==> src/hw/rtl/rawa_pkg.sv <==
// Shared types, sizes and codes of the resource-aware worker allocator.
`default_nettype none

package rawa_pkg;

  localparam int unsigned WORKERS       = 8;
  localparam int unsigned CAPACITY_BITS = 16;
  localparam int unsigned PRIORITY_BITS = 8;

  localparam int unsigned KIND_W   = 2;
  localparam int unsigned INDEX_W  = 3;
  localparam int unsigned ID_W     = 16;
  localparam int unsigned NEED_W   = 16;
  localparam int unsigned STATUS_W = 3;
  localparam int unsigned REJECT_W = 16;

  localparam int unsigned IDX_W = (WORKERS > 1) ? $clog2(WORKERS) : 1;
  localparam int unsigned CMP_W = (CAPACITY_BITS > NEED_W) ? CAPACITY_BITS : NEED_W;

  localparam int unsigned QUEUE_DEPTH = 2;
  localparam int unsigned QPTR_W      = (QUEUE_DEPTH > 1) ? $clog2(QUEUE_DEPTH) : 1;
  localparam int unsigned QCNT_W      = $clog2(QUEUE_DEPTH + 1);

  localparam logic [KIND_W-1:0] KIND_LOAD    = 2'd0;
  localparam logic [KIND_W-1:0] KIND_REQUEST = 2'd1;
  localparam logic [KIND_W-1:0] KIND_RELEASE = 2'd2;

  typedef enum logic [1:0] {
    OP_LOAD    = 2'd0,
    OP_REQUEST = 2'd1,
    OP_RELEASE = 2'd2,
    OP_NONE    = 2'd3
  } op_e;

  typedef enum logic [STATUS_W-1:0] {
    STATUS_GRANTED  = 3'd0,
    STATUS_REJECTED = 3'd1,
    STATUS_BLOCKED  = 3'd2,
    STATUS_WAITING  = 3'd3,
    STATUS_ACK      = 3'd4
  } status_e;

  // Classified command handed from the front to the back
  typedef struct packed {
    op_e                      op;
    logic                     in_range;
    logic [IDX_W-1:0]         idx;
    logic [PRIORITY_BITS-1:0] prio;
    logic [CAPACITY_BITS-1:0] cap;
    logic [ID_W-1:0]          rid;
    logic [NEED_W-1:0]        need;
  } cmd_t;

endpackage

`default_nettype wire

==> src/hw/rtl/rawa_front.sv <==
// Front end: accepts input beats, classifies them and queues the commands.
`default_nettype none

module rawa_front (
  input  wire                                  clk_i,
  input  wire                                  rst_ni,
  input  wire                                  in_valid_i,
  output logic                                 in_ready_o,
  input  wire  [rawa_pkg::KIND_W-1:0]          kind_i,
  input  wire  [rawa_pkg::INDEX_W-1:0]         worker_index_i,
  input  wire  [7:0]                           worker_priority_i,
  input  wire  [15:0]                          worker_capacity_i,
  input  wire  [rawa_pkg::ID_W-1:0]            request_id_i,
  input  wire  [rawa_pkg::NEED_W-1:0]          resource_needed_i,
  output logic                                 cmd_valid_o,
  input  wire                                  cmd_pop_i,
  output rawa_pkg::cmd_t                       cmd_o
);
  import rawa_pkg::*;

  cmd_t              cmd_in;
  cmd_t              cmd_mem_q [QUEUE_DEPTH];
  logic [QPTR_W-1:0] wr_ptr_q, wr_ptr_d;
  logic [QPTR_W-1:0] rd_ptr_q, rd_ptr_d;
  logic [QCNT_W-1:0] count_q, count_d;
  logic              push, pop;

  // Classify the beat
  always_comb begin
    case (kind_i)
      KIND_LOAD:    cmd_in.op = OP_LOAD;
      KIND_REQUEST: cmd_in.op = OP_REQUEST;
      KIND_RELEASE: cmd_in.op = OP_RELEASE;
      default:      cmd_in.op = OP_NONE;
    endcase
    cmd_in.in_range = (32'(worker_index_i) < 32'(WORKERS));
    cmd_in.idx      = IDX_W'(worker_index_i);
    cmd_in.prio     = PRIORITY_BITS'(worker_priority_i);
    cmd_in.cap      = CAPACITY_BITS'(worker_capacity_i);
    cmd_in.rid      = request_id_i;
    cmd_in.need     = resource_needed_i;
  end

  assign in_ready_o  = (count_q != QCNT_W'(QUEUE_DEPTH));
  assign cmd_valid_o = (count_q != '0);
  assign cmd_o       = cmd_mem_q[rd_ptr_q];
  assign push        = in_valid_i && in_ready_o;
  assign pop         = cmd_valid_o && cmd_pop_i;

  always_comb begin
    wr_ptr_d = wr_ptr_q;
    rd_ptr_d = rd_ptr_q;
    if (push) begin
      wr_ptr_d = (wr_ptr_q == QPTR_W'(QUEUE_DEPTH - 1)) ? '0 : wr_ptr_q + 1'b1;
    end
    if (pop) begin
      rd_ptr_d = (rd_ptr_q == QPTR_W'(QUEUE_DEPTH - 1)) ? '0 : rd_ptr_q + 1'b1;
    end
    count_d = count_q + QCNT_W'(push) - QCNT_W'(pop);
  end

  always_ff @(posedge clk_i or negedge rst_ni) begin
    if (!rst_ni) begin
      wr_ptr_q <= '0;
      rd_ptr_q <= '0;
      count_q  <= '0;
    end else begin
      wr_ptr_q <= wr_ptr_d;
      rd_ptr_q <= rd_ptr_d;
      count_q  <= count_d;
    end
  end

  always_ff @(posedge clk_i) begin
    if (push) begin
      cmd_mem_q[wr_ptr_q] <= cmd_in;
    end
  end

endmodule

`default_nettype wire

==> src/hw/rtl/rawa_back.sv <==
// Back end: worker table, one-entry-per-cycle scan engine and result register.
`default_nettype none

module rawa_back (
  input  wire                              clk_i,
  input  wire                              rst_ni,
  input  wire                              cmd_valid_i,
  output logic                             cmd_pop_o,
  input  rawa_pkg::cmd_t                   cmd_i,
  output logic                             out_valid_o,
  input  wire                              out_ready_i,
  output logic [rawa_pkg::ID_W-1:0]        result_id_o,
  output logic [rawa_pkg::STATUS_W-1:0]    status_o,
  output logic [rawa_pkg::INDEX_W-1:0]     granted_worker_o,
  output logic [rawa_pkg::REJECT_W-1:0]    reject_total_o
);
  import rawa_pkg::*;

  typedef enum logic [2:0] {
    ST_IDLE   = 3'b001,
    ST_SCAN   = 3'b010,
    ST_REPORT = 3'b100
  } state_e;

  state_e state_q, state_d;

  logic [PRIORITY_BITS-1:0] prio_q [WORKERS];
  logic [CAPACITY_BITS-1:0] cap_q  [WORKERS];
  logic [WORKERS-1:0]       busy_q;
  logic [REJECT_W-1:0]      reject_q, reject_d;

  cmd_t                     cur_q;
  logic [IDX_W-1:0]         scan_q;
  logic                     found_q, fit_any_q, busy_all_q;
  logic [IDX_W-1:0]         best_q;
  logic [PRIORITY_BITS-1:0] best_prio_q;

  logic                     out_valid_q;
  logic [ID_W-1:0]          out_id_q;
  status_e                  out_status_q;
  logic [INDEX_W-1:0]       out_grant_q;
  logic [REJECT_W-1:0]      out_reject_q;

  logic    out_load, scan_last, fits, cand, is_req;
  status_e status_n;

  assign is_req    = (cur_q.op == OP_REQUEST);
  assign scan_last = (scan_q == IDX_W'(WORKERS - 1));
  assign fits      = (CMP_W'(cap_q[scan_q]) >= CMP_W'(cur_q.need));
  assign cand      = !busy_q[scan_q] && fits && (!found_q || (prio_q[scan_q] > best_prio_q));

  always_comb begin
    state_d   = state_q;
    cmd_pop_o = 1'b0;
    out_load  = 1'b0;
    case (state_q)
      ST_IDLE: begin
        if (cmd_valid_i) begin
          cmd_pop_o = 1'b1;
          state_d   = (cmd_i.op == OP_REQUEST) ? ST_SCAN : ST_REPORT;
        end
      end
      ST_SCAN: begin
        if (scan_last) begin
          state_d = ST_REPORT;
        end
      end
      ST_REPORT: begin
        if (!out_valid_q || out_ready_i) begin
          out_load = 1'b1;
          if (cmd_valid_i) begin
            cmd_pop_o = 1'b1;
            state_d   = (cmd_i.op == OP_REQUEST) ? ST_SCAN : ST_REPORT;
          end else begin
            state_d = ST_IDLE;
          end
        end
      end
      default: state_d = ST_IDLE;
    endcase
  end

  // Outcome of the item held in cur_q
  always_comb begin
    if (!is_req) begin
      status_n = STATUS_ACK;
    end else if (found_q) begin
      status_n = STATUS_GRANTED;
    end else if (!fit_any_q) begin
      status_n = STATUS_REJECTED;
    end else if (busy_all_q) begin
      status_n = STATUS_BLOCKED;
    end else begin
      status_n = STATUS_WAITING;
    end
    reject_d = reject_q;
    if (out_load && (status_n == STATUS_REJECTED) && (reject_q != '1)) begin
      reject_d = reject_q + 1'b1;
    end
  end

  always_ff @(posedge clk_i or negedge rst_ni) begin
    if (!rst_ni) begin
      state_q     <= ST_IDLE;
      busy_q      <= '0;
      reject_q    <= '0;
      scan_q      <= '0;
      found_q     <= 1'b0;
      fit_any_q   <= 1'b0;
      busy_all_q  <= 1'b1;
      best_q      <= '0;
      best_prio_q <= '0;
      out_valid_q <= 1'b0;
      for (int i = 0; i < WORKERS; i++) begin
        prio_q[i] <= '0;
        cap_q[i]  <= '0;
      end
    end else begin
      state_q  <= state_d;
      reject_q <= reject_d;

      if (state_q == ST_SCAN) begin
        scan_q <= scan_q + 1'b1;
        if (fits) begin
          fit_any_q <= 1'b1;
        end
        if (!busy_q[scan_q]) begin
          busy_all_q <= 1'b0;
        end
        if (cand) begin
          found_q     <= 1'b1;
          best_q      <= scan_q;
          best_prio_q <= prio_q[scan_q];
        end
      end

      // Commit the item's table effect as its result is written
      if (out_load) begin
        case (cur_q.op)
          OP_LOAD: begin
            if (cur_q.in_range) begin
              prio_q[cur_q.idx] <= cur_q.prio;
              cap_q[cur_q.idx]  <= cur_q.cap;
            end
          end
          OP_RELEASE: begin
            if (cur_q.in_range) begin
              busy_q[cur_q.idx] <= 1'b0;
            end
          end
          OP_REQUEST: begin
            if (found_q) begin
              busy_q[best_q] <= 1'b1;
            end
          end
          default: ;
        endcase
      end

      if (cmd_pop_o) begin
        scan_q      <= '0;
        found_q     <= 1'b0;
        fit_any_q   <= 1'b0;
        busy_all_q  <= 1'b1;
        best_q      <= '0;
        best_prio_q <= '0;
      end

      if (out_load) begin
        out_valid_q <= 1'b1;
      end else if (out_ready_i) begin
        out_valid_q <= 1'b0;
      end
    end
  end

  always_ff @(posedge clk_i) begin
    if (cmd_pop_o) begin
      cur_q <= cmd_i;
    end
    if (out_load) begin
      out_id_q     <= is_req ? cur_q.rid : '0;
      out_status_q <= status_n;
      out_grant_q  <= (status_n == STATUS_GRANTED) ? INDEX_W'(best_q) : '0;
      out_reject_q <= reject_d;
    end
  end

  assign out_valid_o      = out_valid_q;
  assign result_id_o      = out_id_q;
  assign status_o         = out_status_q;
  assign granted_worker_o = out_grant_q;
  assign reject_total_o   = out_reject_q;

  a_grant_free: assert property (@(posedge clk_i) disable iff (!rst_ni)
    (out_load && is_req && found_q) |-> !busy_q[best_q])
    else $error("grant issued to a busy worker");

  a_grant_marks_busy: assert property (@(posedge clk_i) disable iff (!rst_ni)
    (out_load && is_req && found_q) |=> busy_q[$past(best_q)])
    else $error("granted worker not marked busy");

  a_reject_monotonic: assert property (@(posedge clk_i) disable iff (!rst_ni)
    (state_q == ST_SCAN) |=> (reject_q == $past(reject_q)))
    else $error("reject count moved during a scan");

  a_pop_when_free: assert property (@(posedge clk_i) disable iff (!rst_ni)
    cmd_pop_o |-> ((state_q == ST_IDLE) || out_load))
    else $error("command popped while engine busy");

endmodule

`default_nettype wire

==> src/hw/rtl/resource_aware_worker_allocator.sv <==
// Resource-aware worker allocator: top level joining front queue and scan engine.
//
// Usage:
//   Input channel (in_valid_i / in_ready_o) takes one beat per item: a load
//   writes a worker's priority and capacity, a request asks for a free worker
//   with enough capacity, a release frees a worker. Every item gives exactly
//   one result beat on the output channel (out_valid_o / out_ready_i).
//   The front classifies beats into a two-entry command queue, so the input
//   keeps accepting while the engine works or the receiver stalls.
//   Engine steps: a request is scanned one worker entry per cycle through a
//   single compare unit over the 8 entries, then reaches a report state
//   that updates the busy flags; a load, release or unused kind goes
//   straight to the report state. The engine pops the next command as it
//   writes a result.
//   A stalled receiver holds the result register; the engine then holds its
//   finished item and the queue fills, after which in_ready_o drops.
//   Reset clears all tables to zero, frees every worker, zeroes the reject
//   count and empties the queue.
`default_nettype none

module resource_aware_worker_allocator (
  input  wire                                  clk_i,
  input  wire                                  rst_ni,
  input  wire                                  in_valid_i,
  output logic                                 in_ready_o,
  input  wire  [rawa_pkg::KIND_W-1:0]          kind_i,
  input  wire  [rawa_pkg::INDEX_W-1:0]         worker_index_i,
  input  wire  [7:0]                           worker_priority_i,
  input  wire  [15:0]                          worker_capacity_i,
  input  wire  [rawa_pkg::ID_W-1:0]            request_id_i,
  input  wire  [rawa_pkg::NEED_W-1:0]          resource_needed_i,
  output logic                                 out_valid_o,
  input  wire                                  out_ready_i,
  output logic [rawa_pkg::ID_W-1:0]            result_id_o,
  output logic [rawa_pkg::STATUS_W-1:0]        status_o,
  output logic [rawa_pkg::INDEX_W-1:0]         granted_worker_o,
  output logic [rawa_pkg::REJECT_W-1:0]        reject_total_o
);
  import rawa_pkg::*;

  // Command beats between front queue and engine
  cmd_t cmd;
  logic cmd_valid;
  logic cmd_pop;

  // Accept and classify; hold up to two commands
  rawa_front u_front (
    .clk_i             (clk_i),
    .rst_ni            (rst_ni),
    .in_valid_i        (in_valid_i),
    .in_ready_o        (in_ready_o),
    .kind_i            (kind_i),
    .worker_index_i    (worker_index_i),
    .worker_priority_i (worker_priority_i),
    .worker_capacity_i (worker_capacity_i),
    .request_id_i      (request_id_i),
    .resource_needed_i (resource_needed_i),
    .cmd_valid_o       (cmd_valid),
    .cmd_pop_i         (cmd_pop),
    .cmd_o             (cmd)
  );

  // Scan the worker table, commit the effect and register the result
  rawa_back u_back (
    .clk_i            (clk_i),
    .rst_ni           (rst_ni),
    .cmd_valid_i      (cmd_valid),
    .cmd_pop_o        (cmd_pop),
    .cmd_i            (cmd),
    .out_valid_o      (out_valid_o),
    .out_ready_i      (out_ready_i),
    .result_id_o      (result_id_o),
    .status_o         (status_o),
    .granted_worker_o (granted_worker_o),
    .reject_total_o   (reject_total_o)
  );

endmodule

`default_nettype wire
==> config.mk <==
export PLATFORM = sky130hd
export DESIGN_NAME = resource_aware_worker_allocator
export DESIGN_NICKNAME = d
export VERILOG_FILES = /design/src/hw/rtl/rawa_pkg.sv /design/src/hw/rtl/rawa_front.sv /design/src/hw/rtl/rawa_back.sv /design/src/hw/rtl/resource_aware_worker_allocator.sv
export SDC_FILE = /design/constraint.sdc
export NUM_CORES = 1
export LEC_CHECK = 0
export BUFFER_PORTS_ARGS = -buffer_cell sky130_fd_sc_hd__buf_2
export CORE_MARGIN = 2
export CORE_UTILIZATION = 61
export DETAILED_ROUTE_END_ITERATION = 8
export PLACE_DENSITY = 0.9
export SYNTH_ARGS = -nofsm -noshare
export SYNTH_HDL_FRONTEND = slang
export SYNTH_SLANG_ARGS = --single-unit
export TNS_END_PERCENT = 50
==> constraint.sdc <==
create_clock -name clk_i -period 4.39 [get_ports clk_i]
set_input_delay 0.6585 -clock clk_i [delete_from_list [all_inputs] [get_ports clk_i]]
set_output_delay 0.6585 -clock clk_i [all_outputs]
set_load 0.01 [all_outputs]
==> results of run 1 <==
==> cell usage in the layout, fill, tap and decap left out, types with 21 or more instances in the layout <==
cell type / netlist / final
buf_2: 16 / 103
buf_4: 9 / 23
clkbuf_16: 0 / 44
dfrtp_1: 239 / 236
edfxtp_1: 221 / 221
ha_1: 29 / 29
inv_1: 38 / 38
mux2_2: 276 / 276
mux4_2: 50 / 50
o21ai_0: 21 / 21
==> stage by stage <==
stage          std cells  setup slack (ns)  power, uW  hold WS, ns  utilization [%]
3_5_place_dp        1600             0.550      11100        0.473             65.4
2_1_floorplan       1125             0.609       9920        0.363                -
4_1_cts             1681             0.476      14900        0.140             69.9
5_1_grt             1683            0.0999      15600        0.165             69.9
3_3_place_gp        1600             0.739      10800        0.471             65.4
6_report            1683             0.468      14800       0.0940             69.9
==> area by class of cell <==
type                       instances  share of cell area [%]
clock inverter                    23                    1.01
tap                              396                    2.31
sequential                       462                    59.1
multi-input combinational        574                    27.9
clock buffer                      58                    5.52
inverter                          39                   0.682
timing repair buffer             129                    3.46
antenna                            2                  0.0233
==> critical path, stage by stage (launching register included) <==
cell	delay, ns
dfrtp_2	0.53
buf_12	0.33
mux4_2	0.54
mux2_2	0.30
ha_1	0.30
a211oi_1	0.23
nor2_1	0.09
o31ai_1	1.05
nor3_1	0.13
a211oi_1	0.30
==> synth_stat cells (10+ instances only) <==
| cell | number | area share, % |
|---|---|---|
| edfxtp_1 | 221 | 35 |
| dfrtp_1 | 239 | 31 |
| clkbuf_1 | 21 | 0.41 |
| o21ai_0 | 21 | 0.55 |
| nand2_1 | 20 | 0.39 |
| nor3_1 | 11 | 0.29 |
| ha_1 | 29 | 1.9 |
| and2_1 | 17 | 0.56 |
| inv_1 | 38 | 0.75 |
| nand2b_1 | 10 | 0.33 |
| a21oi_1 | 16 | 0.42 |
| mux4_2 | 50 | 5.9 |
| buf_2 | 16 | 0.42 |
| mux2_2 | 276 | 16 |
| nand3_1 | 12 | 0.32 |
| nor2_1 | 23 | 0.45 |
==> logic make-up (layout without fill, tap and decap cells) <==
family | Yosys count | in the layout | synth area share (%)
mux | 331 | 331 | 22.5
buf+inv | 89 | 249 | 2.04
simple gates | 130 | 130 | 3.92
fa+ha+maj | 29 | 29 | 1.91
compound gates | 66 | 66 | 2.15
xor+xnor | 18 | 18 | 0.829
flops | 462 | 462 | 66.6
other cells | 0 | 2 | 0
==> flip-flops by register name, summed over array words and instances (netlist names), 2 cells and up <==
register,flops
u_back.best_prio_q,8
u_back.status_o,3
u_back.granted_worker_o,3
u_back.result_id_o,16
u_back.state_q,3
u_back.busy_q,8
u_back.reject_q,16
u_front.cmd_mem_q,122
u_back.best_q,3
u_back.cur_q,61
u_back.scan_q,3
u_back.prio_q,64
u_front.count_q,2
u_back.cap_q,128
u_back.reject_total_o,16
==> metal layers <==
metal	share of wire [%]	vias up	global-route usage, %
li1	-	4494	-
met1	41	5307	31.0
met2	52	310	38.9
met3	4.8	80	3.60
met4	2.4	0	7.58
met5	0	-	0
==> power groups by stage <==
stage / clock [uW] / combinational [uW] / sequential, uW
after floorplan: 0 / 2830 / 7090
after global placement: 0 / 3460 / 7350
after detailed placement: 0 / 3650 / 7480
after CTS: 3690 / 3720 / 7450
after global routing: 3880 / 4020 / 7660
final: 3650 / 3700 / 7480
==> final timing paths <==
path	startpoint	slack, ns	to	depth (start not counted)
max reg2reg	u_back.scan_q[0]$_DFFE_PN0P_	0.47	u_back.best_prio_q[1]$_DFFE_PN0P_	9
min reg2reg	u_back.reject_q[7]$_DFF_PN0_	0.48	u_back.reject_q[7]$_DFF_PN0_	1
min	rst_ni	0.09	u_back.state_q[1]$_DFFE_PN0P_	1
max in group asynchronous	rst_ni	3.10	u_back.cap_q[43]$_DFFE_PN0P_	2
max	u_back.scan_q[0]$_DFFE_PN0P_	0.47	u_back.best_prio_q[1]$_DFFE_PN0P_	9
min in group clk_i	kind_i[1]	0.29	u_front.cmd_mem_q[0][60]$_DFFE_PP_	1
==> reports/results.ini, run 1 <==
[sta]
max_freq_mhz = 255
relSlewSlack_pct = 13.8
worstMarginPinSlew_ns = 1.28
clock_skew_ns = 0.0183
finalCriticalPeriod_ns = 3.92
drv_slew = 0
period_share_pct = 89.3
grt_setup_unrepaired = false
tns_ns = 0
setup_viol = 0
finalHoldViolCount = 0

[pwr]
swShare_pct = 29.5
p_leak_uw = 0.00907
p_per_area_nw_per_um2 = 691
vdd_drop_max_mv = 0.427
power_frac_comb_pct = 24.9
p_int_uw = 10500
p_switching_uw = 4370
p_seq_share_pct = 50.4
pwr-share-clk_pct = 24.6

[cts]
postCtsSetupRepairBufs = 0
postCtsHoldBufs = 0
cts_tree = yes
ctsResizeCount = 0
path_clk_slew_ns = 0.06
h-tree-depth = 2
cts_buffers = 44
clock_latency_ns = 0.55
cts_sinks = 462
clockBufferDepth = 3
clockRootBuffer = clkbuf_16

[cells_and_area]
area.growth.synth_to_final_pct = 12.8
fillers = 1858
drive_gt1_share_pct = 42.0
seq_area_sq_um = 12700
multiInputGateArea_sq_um = 5980
design_area_sq_um = 21400
nets = 1344

[setup_path]
crit_type = reg2reg
path_max_fanout = 36
start_kind = flop
critPathCaptureType = flop
required_ns = 4.83
arrival_ns = 4.36

[floorplan]
io_pins = 105
die_h_um = 181
core_area_sq_um = 30700
die_w_um = 181
dieArea_sq_um = 32600
initial_core_util_pct = 62.0
std_cell_rows = 64

[status]
status = finished, final reports clean

[routing]
drt_wl_total_mm = 36.9
wl_per_cell_um = 21.9
route.detailed.drc = 0
first_pass_iters = 7
via_count = 10200
ant_nets = 0
first_iter_violations = 808
viasPerCell = 6.06

[synthesis]
synth_fp_nets = 1219
synthArstFlopShare_pct = 52.2
synth.ff_latch_count = 462
yosysSeqAreaShare_pct = 66.6
ys.flop_type = dfrtp_1
netlist_area_sq_um = 19000
synth_edf_count = 221
synthDistinctLibCells = 49
syn_avg_cell_area_sq_um = 16.9
yosys_warnings = 0
synthCells = 1125

[worst_hold_path]
hold_class = in2async

[placed_design]
place_hpwl_mm = 22.1
place_area_sq_um = 20000
place.gp.congestion = 0.839
io_buffers = 104

[global_route]
grt_overflow = 0
grt_start_max_net_pins = 95
grt_pass1_vias = 10900
antenna_found_initial = 2
grt_pass1_wl_mm = 59.1
grt.total_usage_pct = 23.0

[job]
maxCapViolCount = 0

Note: power is estimated with default switching activity, not from simulation.
==> inputs of run 2 (changes only) <==
CTS_BUF_LIST = sky130_fd_sc_hd__clkbuf_4 sky130_fd_sc_hd__clkbuf_8 sky130_fd_sc_hd__clkbuf_16   (was default)
==> run 2 against run 1 <==
First-iteration DRC count is 1.4% lower. Sequential power about the same. Routed wire length grew 0.98%. Die area did not move. Combinational power about the same. Clock power is 2% higher. Critical path depth unchanged. Non-clock buffer count unchanged. Via count shrank 0.54%. Global-route usage increased by 0.24 points. Core utilization grew 0.13 points. Sequential share of layout area down 0.11 points.
==> reports/results.ini, run 2 (synthesis gave the netlist of run 1 again) <==
[floorplan]
std_cell_rows = 64  ; unchanged
core_area_sq_um = 30700  ; unchanged
die_h_um = 181  ; unchanged
initial_core_util_pct = 62.0  ; unchanged
die_w_um = 181  ; unchanged
io_pins = 105  ; unchanged
dieArea_sq_um = 32600  ; unchanged

[global_route]
met1_usage_pct = 31.5  ; +0.41 points
busiest_layer = met2
antenna_found_initial = 2  ; unchanged
grt_pass1_vias = 10900  ; -0.32%
grt.total_usage_pct = 23.3  ; +0.24 points
grt_overflow = 0  ; unchanged
grt_pass1_wl_mm = 59.5  ; +0.83%
grt_start_max_net_pins = 95  ; unchanged
grtUsageMet3_pct = 3.48  ; -0.12 points
grt.met2_usage_pct = 39.3  ; +0.37 points

[cells_and_area]
largest_reg_flops = 128  ; unchanged
top_register = u_back.cap_q
nets = 1344  ; unchanged
area.growth.synth_to_final_pct = 13.0
design_area_sq_um = 21500  ; +0.19%
mostFrequentLayoutCells = mux2_2, dfrtp_1, edfxtp_1, buf_2, mux4_2
final_common_cell = mux2_2
fillers = 1832  ; -1.4%
final_cell_count_no_fill = 1683  ; unchanged
drive_gt1_share_pct = 42.9  ; +0.86 points
reg_top3 = u_back.cap_q x128, u_front.cmd_mem_q x122, u_back.prio_q x64

[setup_path]
slowest_stage = o31ai_1
startpoint = u_back.scan_q[0]$_DFFE_PN0P_
arrival_ns = 4.36  ; about the same
crit_path_max_incr_delay_ns = 1.05  ; about the same
timing.rr.start = u_back.scan_q[0]$_DFFE_PN0P_
crit_type = reg2reg
worst-r2r-setup-slack_ns = 0.46  ; about the same
critPathCaptureType = flop
rr_worst_depth = 9  ; unchanged
rr_endpoint = u_back.best_prio_q[1]$_DFFE_PN0P_
start_kind = flop
crit_end = u_back.best_prio_q[1]$_DFFE_PN0P_
path_cells = buf_12 -> mux4_2 -> mux2_2 -> ha_1 -> a211oi_1 -> nor2_1 -> o31ai_1 -> nor3_1 -> a211oi_1
crit_top_cell = a211oi_1
cp.depth = 9  ; unchanged
required_ns = 4.82  ; about the same
critPathBufInv = 1  ; unchanged
path_max_fanout = 36  ; unchanged
critPathTopFamily = compound AO/OA/AOI/OAI gates

[routing]
via_count = 10100  ; -0.54%
first_pass_iters = 5  ; -2
drt_wl_total_mm = 37.3  ; +0.98%
route.detailed.drc = 0  ; unchanged
wl_per_cell_um = 22.2  ; +0.98%
viasPerCell = 6.02  ; -0.54%
first_iter_violations = 797  ; -1.4%
ant_nets = 0  ; unchanged

[sta]
max_freq_mhz = 255  ; -0.15%
grt_setup_unrepaired = false
relSlewSlack_pct = 14.0  ; +0.22 points
clock_skew_ns = 0.0161  ; -0.00219 ns
whs_ns = 0.102  ; +0.00810 ns
drv_slew = 0  ; unchanged
finalCriticalPeriod_ns = 3.93  ; +0.00578 ns
finalHoldViolCount = 0  ; unchanged
setup_viol = 0  ; unchanged
period_share_pct = 89.5  ; +0.13 points
worstMarginPinSlew_ns = 1.28  ; -0.00332 ns
tns_ns = 0  ; unchanged

[cts]
cts_sinks = 462  ; unchanged
clockBufferDepth = 3  ; unchanged
clockRootBuffer = clkbuf_16
cts_tree = yes
cts_buffers = 44  ; unchanged
postCtsSetupRepairBufs = 0  ; unchanged
clock_latency_ns = 0.55  ; about the same
path_clk_slew_ns = 0.06  ; about the same
postCtsHoldBufs = 0  ; unchanged
h-tree-depth = 2  ; unchanged
ctsResizeCount = 0  ; unchanged

[worst_hold_path]
hold_class = in2async

[pwr]
p_per_area_nw_per_um2 = 694  ; +0.32%
vdd_drop_max_mv = 0.428  ; +0.42%
power_uw = 14900  ; +0.52%
p_leak_uw = 0.00910  ; +0.41%

[job]
maxCapViolCount = 0  ; unchanged

[placed_design]
dp_cells = 1600  ; unchanged
place_hpwl_mm = 22.1  ; unchanged
place.gp.congestion = 0.839  ; unchanged
place_area_sq_um = 20000  ; unchanged
io_buffers = 104  ; unchanged

[status]
status = finished, final reports clean

-- run 2: cell counts in the layout (fill, tap and decap cells not counted) --
No cell type changed its count.
-- run 2: through the flow --
step / util [%] / setup WS, ns
floorplan: - / 0.609
global placement: 65.4 / 0.739
detailed placement: 65.4 / 0.550
CTS: 70.1 / 0.480
global route: 70.1 / 0.142
finish: 70.1 / 0.462
-- run 2: layer usage --
metal,vias up,wire length [um]
met2,288,19500
met1,5279,15100
met3,83,1700
met4,0,971
li1,4486,-
met5,-,0
-- run 2: worst min path at each step --
stage | start | to | cells past startpoint
6_report | rst_ni | u_front.count_q[0]$_DFF_PN0_ | 1
5_1_grt | rst_ni | u_front.count_q[0]$_DFF_PN0_ | 1
4_1_cts | rst_ni | u_front.count_q[0]$_DFF_PN0_ | 1
3_5_place_dp | u_back.busy_all_q$_DFFE_PN1P_ | u_back.busy_all_q$_DFFE_PN1P_ | 2
3_3_place_gp | u_back.reject_q[7]$_DFF_PN0_ | u_back.reject_q[7]$_DFF_PN0_ | 1
2_1_floorplan | rst_ni | u_back.best_prio_q[0]$_DFFE_PN0P_ | 0
-- run 2: worst reg2reg max path: stages, from the launching register on --
cell      delay (ns)
dfrtp_2         0.53
buf_12          0.33
mux4_2          0.56
mux2_2          0.30
ha_1            0.30
a211oi_1        0.23
nor2_1          0.09
o31ai_1         1.05
nor3_1          0.12
a211oi_1        0.30
-- run 2: area by class of cell --
type                            count  area (sq um)  share of cell area (%)
Timing Repair Buffer              129           743                    3.46
Inverter                           39           146                   0.681
Sequential cell                   462         12700                    59.0
Multi-Input combinational cell    574          5980                    27.8
Antenna cell                        2          5.00                  0.0233
Clock inverter                     23           218                    1.01
Clock buffer                       58          1220                    5.70
Tap cell                          396           495                    2.31
-- run 2: report_power, final --
part	leakage [uW]	internal (uW)	switching, uW
logic	0.00304	1940	1760
registers	0.00535	6420	1070
clock network	0.000720	2150	1560
total	0.00910	10500	4380
==> inputs of run 3 (changes only) <==
SYNTH_HIERARCHICAL = 1   (was default)
==> run 3 against run 2 <==
Sequential cell count grew 1. Largest cell class unchanged. Clock skew grew 0.0028 ns. First-iteration DRC count shrank 3.4%. Register-to-register slack is essentially flat. Sequential power shrank 9.6%.
==> reports/results.ini, run 3 <==
[sta]
relSlewSlack_pct = 29.9  ; +16 points
worstMarginPinSlew_ns = 1.05  ; -0.230 ns
whs_ns = 0.167  ; +0.0648 ns
grt_setup_unrepaired = false
finalHoldViolCount = 0  ; unchanged
clock_skew_ns = 0.0189  ; +0.00276 ns
setup_viol = 0  ; unchanged
tns_ns = 0  ; unchanged
drv_slew = 0  ; unchanged
period_share_pct = 89.5  ; about the same
finalCriticalPeriod_ns = 3.93  ; -0.0000570 ns
max_freq_mhz = 255  ; about the same

[synthesis]
netlist_area_sq_um = 19100  ; +0.70%
synth_edf_count = 222  ; +0.45%
synth.ff_latch_count = 463  ; +0.22%
syn_avg_cell_area_sq_um = 17.0  ; +0.61%
netlist.top_cell.by_area = edfxtp_1
synthDistinctLibCells = 55  ; +12%
synth_common_cells = mux2_2, dfrtp_1, edfxtp_1
synthCells = 1126  ; +0.089%
synthArstFlopShare_pct = 52.1  ; -0.11 points
yosysSeqAreaShare_pct = 66.3  ; -0.31 points
ys.flop_type = dfrtp_1
yosys_warnings = 6  ; +6
synth_fp_nets = 1219  ; unchanged
synthTopCellsByArea = edfxtp_1, dfrtp_1, mux2_2, mux4_2, ha_1
synth_top_area_share_pct = 34.8  ; -0.087 points
yosysMostFrequentCell = mux2_2

[routing]
route.detailed.drc = 0  ; unchanged
via_count = 10100  ; -0.71%
drt_wl_total_mm = 36.5  ; -2.2%
ant_nets = 0  ; unchanged
first_iter_violations = 770  ; -3.4%
first_pass_iters = 4  ; -1
wl_per_cell_um = 21.8  ; -1.7%
viasPerCell = 6.01  ; -0.24%

[pwr]
p_seq_share_pct = 50.8  ; +0.5 points
pwr-share-clk_pct = 29.6  ; +4.7 points
p_per_area_nw_per_um2 = 617  ; -11%
p_int_uw = 9610  ; -8.7%
vdd_drop_max_mv = 0.417  ; -2.7%
power_frac_comb_pct = 19.7  ; -5.1 points
swShare_pct = 28.0  ; -1.4 points
power_uw = 13300  ; -11%
p_leak_uw = 0.00927  ; +1.8%
p_switching_uw = 3730  ; -15%

[cts]
clockRootBuffer = clkbuf_16
postCtsSetupRepairBufs = 0  ; unchanged
cts_sinks = 463  ; +0.22%
postCtsHoldBufs = 0  ; unchanged
h-tree-depth = 2  ; unchanged
clock_latency_ns = 0.54  ; about the same
ctsResizeCount = 0  ; unchanged
clockBufferDepth = 3  ; unchanged
path_clk_slew_ns = 0.06  ; about the same
cts_buffers = 45  ; +2.3%
cts_tree = yes

[setup_path]
arrival_ns = 4.35  ; about the same
path_max_fanout = 36  ; unchanged
crit_type = reg2reg
required_ns = 4.81  ; about the same
timing.rr.start = u_back/scan_q[0]$_DFFE_PN0P_
critPathCaptureType = flop
start_kind = flop
startpoint = u_back/scan_q[0]$_DFFE_PN0P_

[floorplan]
die_h_um = 181  ; +0.34%
core_area_sq_um = 30700  ; +0.26%
initial_core_util_pct = 62.3  ; +0.27 points
dieArea_sq_um = 32800  ; +0.69%
std_cell_rows = 64  ; unchanged
io_pins = 105  ; unchanged
die_w_um = 181  ; +0.34%

[cells_and_area]
area.growth.synth_to_final_pct = 12.9  ; about the same
mostFrequentLayoutCells = mux2_2, dfrtp_1, edfxtp_1, buf_2, mux4_2
nets = 1336  ; -0.60%
top_register = u_back/cap_q
drive_gt1_share_pct = 42.8  ; -0.11 points
reg_top3 = u_back/cap_q x128, u_front/cmd_mem_q x122, u_back/prio_q x64
design_area_sq_um = 21600  ; +0.62%
largest_reg_flops = 128  ; unchanged
final_cell_count_no_fill = 1675  ; -0.48%
final_common_cell = mux2_2
insertedDiodeCount = 0  ; -2

[placed_design]
place.gp.congestion = 0.870  ; +3.7%
io_buffers = 104  ; unchanged
place_area_sq_um = 20100  ; +0.20%
dp_cells = 1592  ; -0.50%
place_hpwl_mm = 22.2  ; +0.68%

[global_route]
grt_start_max_net_pins = 130  ; +37%
grt.total_usage_pct = 22.7  ; -0.53 points
grt_overflow = 0  ; unchanged
grt_pass1_vias = 11000  ; +0.73%
antenna_found_initial = 0  ; -2
grt_pass1_wl_mm = 58.5  ; -1.8%

[status]
status = finished, final reports clean

[worst_hold_path]
hold_class = in2async

[job]
maxCapViolCount = 0  ; unchanged

run 3: metal layers:
| metal | wire, um | global-route usage (%) | share of wire [%] | vias to the layer above |
|---|---|---|---|---|
| li1 | - | - | - | 4467 |
| met1 | 15000 | 29.9 | 41 | 5261 |
| met5 | 0 | 0 | 0 | - |
| met3 | 1580 | 3.23 | 4.3 | 87 |
| met4 | 1130 | 8.03 | 3.1 | 0 |
| met2 | 18700 | 39.2 | 51 | 249 |
run 3: kinds of logic (layout without fill, tap and decap cells):
logic type	after synthesis	after routing	share of synthesized area (%)
AOI/OAI and AO/OA	63	63	2.16
xor gates and xnor gates	17	17	0.778
adders and majority gates	28	28	1.83
buffers and inverters	83	236	2.27
DFF	463	463	66.3
muxes	332	332	22.4
other	1	1	0.0196
and+or+nand+nor	139	139	4.19
run 3: path summary, 6_finish.rpt:
| check | to | slack [ns] | cells past startpoint |
|---|---|---|---|
| setup / recovery | u_back/best_prio_q[7]$_DFFE_PN0P_ | 0.46 | 10 |
| hold / removal | u_back/reject_q[13]$_DFF_PN0_ | 0.17 | 1 |
| setup reg to reg | u_back/best_prio_q[7]$_DFFE_PN0P_ | 0.46 | 10 |
| hold reg to reg | u_back/busy_all_q$_DFFE_PN1P_ | 0.47 | 2 |
| max in group asynchronous | u_back/cap_q[59]$_DFFE_PN0P_ | 3.16 | 2 |
| min in group clk_i | u_front/cmd_mem_q[0][2]$_DFFE_PP_ | 0.31 | 1 |
run 3: power by group through the flow:
stage	sequential (uW)	combinational (uW)	clock [uW]
after CTS	6770	2640	4000
after floorplan	6530	1990	0
final	6770	2620	3940
after global placement	6730	2480	0
after global routing	6900	2870	4190
after detailed placement	6820	2600	0
run 3: worst max-delay path, stage by stage, from the launching register on:
cell and delay [ns]:
dfrtp_2 0.43, buf_12 0.30, mux4_2 0.55, mux2_2 0.29, ha_1 0.37, nand4b_1 0.16
a31oi_1 0.20, a2111oi_0 0.09, a311oi_2 0.58, nand2_1 0.45, a31o_2 0.37
run 3: area by class of cell:
type                       instances  area (sq um)
fill                            1844          9130
clock inverter                    30           320
multi-input combinational        580          6040
tap                              396           495
inverter                          31           116
sequential                       463         12700
timing repair buffer             122           728
clock buffer                      53          1220
run 3: through the flow:
stage / utilization [%] / setup slack, ns
5_1_grt: 70.3 / 0.262
3_3_place_gp: 65.3 / 0.753
6_report: 70.3 / 0.462
4_1_cts: 70.3 / 0.543
3_5_place_dp: 65.3 / 0.594
2_1_floorplan: - / 0.624
